==> src/sv/qrv_pkg.sv <==
// Shared types and constants for the quaternion vector rotation block.
`timescale 1ns / 1ps

package qrv_pkg;

  localparam int VAL_W  = 16;
  localparam int MAG_W  = 30;   // normalized magnitude width
  localparam int ROOT_W = 31;   // square root width
  localparam int RAD_W  = 62;   // sum of squares width
  localparam int QUO_W  = 15;   // quotient width
  localparam int NLANE  = 3;

  localparam logic [QUO_W-1:0] ONE_Q14 = QUO_W'(16384);

  typedef struct packed {
    logic signed [VAL_W-1:0] quat_w;
    logic signed [VAL_W-1:0] quat_x;
    logic signed [VAL_W-1:0] quat_y;
    logic signed [VAL_W-1:0] quat_z;
    logic signed [VAL_W-1:0] vec_x;
    logic signed [VAL_W-1:0] vec_y;
    logic signed [VAL_W-1:0] vec_z;
  } item_t;

  typedef struct packed {
    logic signed [VAL_W-1:0] out_x;
    logic signed [VAL_W-1:0] out_y;
    logic signed [VAL_W-1:0] out_z;
    logic                    degenerate;
  } result_t;

endpackage

==> src/sv/qrv_isqrt.sv <==
// Pipelined integer square root, one result bit per stage.
`timescale 1ns / 1ps

module qrv_isqrt import qrv_pkg::*; #(
  parameter int SIDE_W = 4
) (
  input  logic              clk,
  input  logic              rst,
  input  logic              en,
  input  logic              vld_in,
  input  logic [RAD_W-1:0]  rad,
  input  logic [SIDE_W-1:0] side_in,
  output logic              vld_out,
  output logic [ROOT_W-1:0] root,
  output logic [SIDE_W-1:0] side_out
);

  localparam int NB = ROOT_W;

  logic [RAD_W-1:0]  rem_r  [NB];
  logic [ROOT_W-1:0] root_r [NB];
  logic [SIDE_W-1:0] side_r [NB];
  logic              vld_r  [NB];

  logic [RAD_W-1:0]  cur_rem  [NB];
  logic [ROOT_W-1:0] cur_root [NB];
  logic [SIDE_W-1:0] cur_side [NB];
  logic              cur_vld  [NB];
  logic [63:0]       trial    [NB];
  logic              ge       [NB];

  always_comb begin
    cur_rem[0]  = rad;
    cur_root[0] = '0;
    cur_side[0] = side_in;
    cur_vld[0]  = vld_in;
    for (int k = 1; k < NB; k++) begin
      cur_rem[k]  = rem_r[k-1];
      cur_root[k] = root_r[k-1];
      cur_side[k] = side_r[k-1];
      cur_vld[k]  = vld_r[k-1];
    end
    // (res + 2^i)^2 - res^2 = res * 2^(i+1) + 2^(2i)
    for (int k = 0; k < NB; k++) begin
      trial[k] = (64'(cur_root[k]) << (NB - k)) + (64'd1 << (2 * (NB - 1 - k)));
      ge[k]    = 64'(cur_rem[k]) >= trial[k];
    end
  end

  always_ff @(posedge clk) begin
    if (rst) begin
      for (int k = 0; k < NB; k++) vld_r[k] <= 1'b0;
    end else if (en) begin
      for (int k = 0; k < NB; k++) vld_r[k] <= cur_vld[k];
    end
  end

  always_ff @(posedge clk) begin
    if (en) begin
      for (int k = 0; k < NB; k++) begin
        side_r[k] <= cur_side[k];
        if (ge[k]) begin
          rem_r[k]  <= cur_rem[k] - trial[k][RAD_W-1:0];
          root_r[k] <= cur_root[k] | (ROOT_W'(1) << (NB - 1 - k));
        end else begin
          rem_r[k]  <= cur_rem[k];
          root_r[k] <= cur_root[k];
        end
      end
    end
  end

  assign vld_out  = vld_r[NB-1];
  assign root     = root_r[NB-1];
  assign side_out = side_r[NB-1];

endmodule

==> config.mk <==
export PLATFORM = sky130hd
export DESIGN_NAME = qrv_isqrt
export DESIGN_NICKNAME = d
export VERILOG_FILES = /design/src/sv/qrv_pkg.sv /design/src/sv/qrv_isqrt.sv
export SDC_FILE = /design/constraint.sdc
export NUM_CORES = 2
export LEC_CHECK = 0
export BUFFER_PORTS_ARGS = -buffer_cell sky130_fd_sc_hd__buf_2
export CAP_MARGIN = 20
export CORE_ASPECT_RATIO = 2
export CORE_UTILIZATION = 45
export DETAILED_ROUTE_END_ITERATION = 10
export PLACE_DENSITY = 0.61
export SLEW_MARGIN = 30
export SYNTH_ARGS = -nofsm -noshare
export SYNTH_HDL_FRONTEND = slang
export SYNTH_SLANG_ARGS = --single-unit
export TNS_END_PERCENT = 30
==> constraint.sdc <==
create_clock -name clk -period 9.8 [get_ports clk]
set_input_delay 1.96 -clock clk [delete_from_list [all_inputs] [get_ports clk]]
set_output_delay 1.96 -clock clk [all_outputs]
set_load 0.005 [all_outputs]
=== Word level (Yosys, flattened, before mapping) ===
Memories as Yosys holds them, arrays and structs flattened.
Cells that the tools add are included.

* Bits in registers: 0
* Output and inout port bits: 36
* Memory bits (writable): 3,038
* Memories kept: 4

{| class="wikitable"
|+ Memories
! name !! depth !! bits a word !! read ports !! clocked after Yosys merged registers in !! write ports !! RTL line !! source
|-
| rem_r || 31 || 62 || 30 || 0 || 31 || qrv_isqrt.sv:20 || <nowiki>logic [RAD_W-1:0] rem_r [NB];</nowiki>
|-
| root_r || 31 || 31 || 31 || 0 || 31 || qrv_isqrt.sv:21 || <nowiki>logic [ROOT_W-1:0] root_r [NB];</nowiki>
|-
| side_r || 31 || 4 || 31 || 0 || 31 || qrv_isqrt.sv:22 || <nowiki>logic [SIDE_W-1:0] side_r [NB];</nowiki>
|-
| vld_r || 31 || 1 || 31 || 0 || 31 || qrv_isqrt.sv:23 || <nowiki>logic vld_r [NB];</nowiki>
|}

* Multiplexer cells: 285
* $lt $le $gt $ge: 31
* $add $sub $neg: 61
* Bitwise operators: 93

{| class="wikitable"
|+ Operators with widths
! kind !! count
|-
| two-way mux 62 bit || 31
|-
| two-way mux 31 bit || 31
|-
| two-way mux 1 bit || 223
|-
| OR 1 bit || 93
|-
| adder 61 x 59 -> 62 bit (second input constant) || 1
|-
| greater-or-equal comparator 62 x 33 -> 1 bit || 1
|-
| greater-or-equal comparator 62 x 34 -> 1 bit || 1
|-
| greater-or-equal comparator 62 x 35 -> 1 bit || 1
|-
| greater-or-equal comparator 62 x 36 -> 1 bit || 1
|-
| greater-or-equal comparator 62 x 37 -> 1 bit || 1
|-
| greater-or-equal comparator 62 x 38 -> 1 bit || 1
|-
| greater-or-equal comparator 62 x 39 -> 1 bit || 1
|-
| greater-or-equal comparator 62 x 40 -> 1 bit || 1
|-
| greater-or-equal comparator 62 x 41 -> 1 bit || 1
|-
| greater-or-equal comparator 62 x 42 -> 1 bit || 1
|-
| greater-or-equal comparator 62 x 43 -> 1 bit || 1
|-
| greater-or-equal comparator 62 x 44 -> 1 bit || 1
|-
| greater-or-equal comparator 62 x 45 -> 1 bit || 1
|-
| greater-or-equal comparator 62 x 46 -> 1 bit || 1
|-
| greater-or-equal comparator 62 x 47 -> 1 bit || 1
|-
| greater-or-equal comparator 62 x 48 -> 1 bit || 1
|-
| greater-or-equal comparator 62 x 49 -> 1 bit || 1
|-
| greater-or-equal comparator 62 x 50 -> 1 bit || 1
|-
| greater-or-equal comparator 62 x 51 -> 1 bit || 1
|-
| 72 further kinds || 72
|}

=== Depth between registers and ports, before layout ===
An unclocked memory read counts as a cell.

* Depth in word-level cells: 7
* Depth in mapped cells: 14

=== Worst setup path before layout ===
Ideal clock, no wire load.

* Kind: input -> register
* From: in en
* To: mem rem_r[29][0] (netlist: rem_r[1][806]) (enable)
* Arrival time: 5.540 ns
* Cell stages on the path: 5
* Buffers on the path: 5
* Library setup time: 0.483 ns
* Data required time: 9.317 ns
* Slack: 3.776 ns
* Path through: clkbuf_1 > clkbuf_1 > clkbuf_1 > clkbuf_1 > clkbuf_1

{| class="wikitable"
|+ RTL lines
! what !! RTL line !! source
|-
| start, declared || qrv_isqrt.sv:9 || <nowiki>input logic en,</nowiki>
|-
| end, declared || qrv_isqrt.sv:20 ||
|}

==> metrics.txt <==
status completed; Post-CTS Resized 0; Yosys cell types 81; Site Rows 266; hold buffer count at cts 0; final WL 361 mm; I/O pin cnt 106; global-route wire length before repair 506 mm; Sink Count 2511; DRT antenna net count 0; Clk Latency, worst-skew pair 0.94 ns; CP Data Required Time 10.40 ns; most common cell after layout, fill and taps aside edfxtp_1; Initial Util 0.452; Yosys top cell by area edfxtp_1; gpl congestion 0.993; met1 wire length 76.0 mm; largest cells by area after synthesis edfxtp_1 64%, ha_1 5.5%, xor2_1 3.2%, xnor2_1 2.8%, nand2_1 2.5%; PwrDens 232 nW/um2; met2 WL 217 mm; Multi-input gate area 40500 um2; Layout Nets 10200; critical path launch point type register; DR DRC count 0; most frequent cells in the layout 2511 x edfxtp_1, 779 x nand2_1, 646 x inv_1; postcts setup bufs 0; Slew @ Worst Pin 1.15 ns; Worst Setup Slack, final 4.30 ns; gr ovfl total 0; Hold Vio Cnt, Final 0; post-synthesis cell count 9384; Max Fclk 182 MHz; die width 365 um; TritonCTS clock tree done; total iterations of the first detailed-routing run 6; WL per Instance 27.1 um; sequential element share of the synthesized area 0.636; # setup viols final 0; maximum vdd drop 240 uV; hpwl dp 285 mm; max_slew headroom 0.231; Post-synth ARST share 0; drt via density 5.68; FILL cells 22600; synth warn 0; Post-synth EDFFs 2511; Final Skew 0.116 ns; element type at the critical path end register; Top Layer Used met5; share of layout cells above drive strength 1 0.0820; post-place setup slack 3.81 ns; Max Root-Sink Buffers 4; register area 75400 um2; Initial DRC Count 4075; core footprint 262000 um2; setup_tns 0 ns; #FFs+latches synth 2511; worst-path fanout max 51; Max-Cap Viols 0; met3 WL post-DR 9.28 mm; vias in the first global route 81800; Mapped Area 119000 um2; die height 728 um; Slew Limit Fails 0; Net Count, Synth 9979; Worst Hold Class reg2reg; Worst EP arrival 6.10 ns; LEAKAGE 48.9 nW; CTS buffer count 231; Yosys top cell area share 0.636; die area 266000 um2; worst setup path class reg2reg; Reg2Reg Setup Slack 4.30 ns; clock root buffer clkbuf_16; number of port buffers 105; syn_area_per_cell 12.6 um2; fin crit share 0.561; clock-pin slew on the worst setup and hold paths 0.06 ns; Period minus WS final 5.50 ns; Total Routing Usage GR 0.270; synthesis-to-layout area growth 11.6%; H-tree depth 4; largest net degree at the start of global routing 178; top_reg_cell synth edfxtp_1; via count 75600; RSZ-0062 raised after global routing false; initial antenna violation count 17
-- state kept, by name, indices dropped and copies added (netlist names) --
name    flops
root_r    496
side_r    124
rem_r    1860
vld_r      31
-- metrics by stage --
step / power (mW) / util / cells / cell area, um2 / hold slack, ns
floorplan: 18.7 / - / 9384 / 119000 / 0.400
global placement: 21.0 / 0.472 / 12900 / 124000 / 0.401
detailed placement: 21.2 / 0.473 / 12900 / 124000 / 0.405
CTS: 30.8 / 0.504 / 13300 / 132000 / 0.398
global route: 31.8 / 0.504 / 13300 / 132000 / 0.412
finish: 30.7 / 0.504 / 13300 / 132000 / 0.400
-- logic make-up after synthesis --
kind of cell	synth area share
simple gates	0.125
flops	0.636
compound gates	0.0896
buf+inv	0.0275
xor+xnor	0.0603
fa+ha+maj	0.0554
mux	0.00591
-- worst max-delay path, cell delays in order, from the launching register on --
cell and delay (ns):
edfxtp_1 0.48, nor3_1 0.54, nand3_1 0.28, nor3_2 0.48, buf_4 0.34, nand3_1 0.47
o2111ai_1 0.48, a211oi_4 0.05, buf_4 0.31, or2_2 0.42, nor3_1 0.57, nor4b_1 0.66
xor2_1 0.14
-- cell usage after synthesis (79+ instances only) --
library cell / n
a21o_1: 231
a21oi_1: 439
clkbuf_1: 202
edfxtp_1: 2511
ha_1: 525
inv_1: 646
nand2_1: 779
nand2b_1: 105
nand3_1: 128
nand4_1: 160
nor2_1: 504
nor2b_1: 79
nor3_1: 271
nor4_1: 366
o21a_1: 85
o21ai_0: 572
or3_1: 107
xnor2_1: 378
xor2_1: 438
-- power breakdown --
part	switching, mW	total, mW	internal, mW
Combinational	4.14	6.53	2.39
Sequential	0.993	14.5	13.5
Clock	4.15	9.63	5.48
-- worst paths after layout --
path         cells past startpoint                     start                  endpoint
max                             12   rem_r[1][664]$_DFFE_PP_   rem_r[1][731]$_DFFE_PP_
min                              0  root_r[1][304]$_DFFE_PP_  root_r[1][335]$_DFFE_PP_
max reg2reg                     12   rem_r[1][664]$_DFFE_PP_   rem_r[1][731]$_DFFE_PP_
min reg2reg                      0  root_r[1][304]$_DFFE_PP_  root_r[1][335]$_DFFE_PP_
-- per-layer routing --
metal	vias up	GRT usage
met1	37000	0.142
li1	35500	-
met5	-	0
met3	1241	0.0323
met4	2	0.363
met2	1836	0.575
-- final cells by class --
| type | count | area share |
|---|---|---|
| antenna | 26 | 0.000492 |
| clock buffer | 263 | 0.0448 |
| clock inverter | 160 | 0.0152 |
| inverter | 647 | 0.0184 |
| multi-input combinational | 6005 | 0.306 |
| sequential | 2511 | 0.570 |
| tap | 3484 | 0.0329 |
| timing repair buffer | 232 | 0.0126 |
Power figures use the tool's default switching activity.
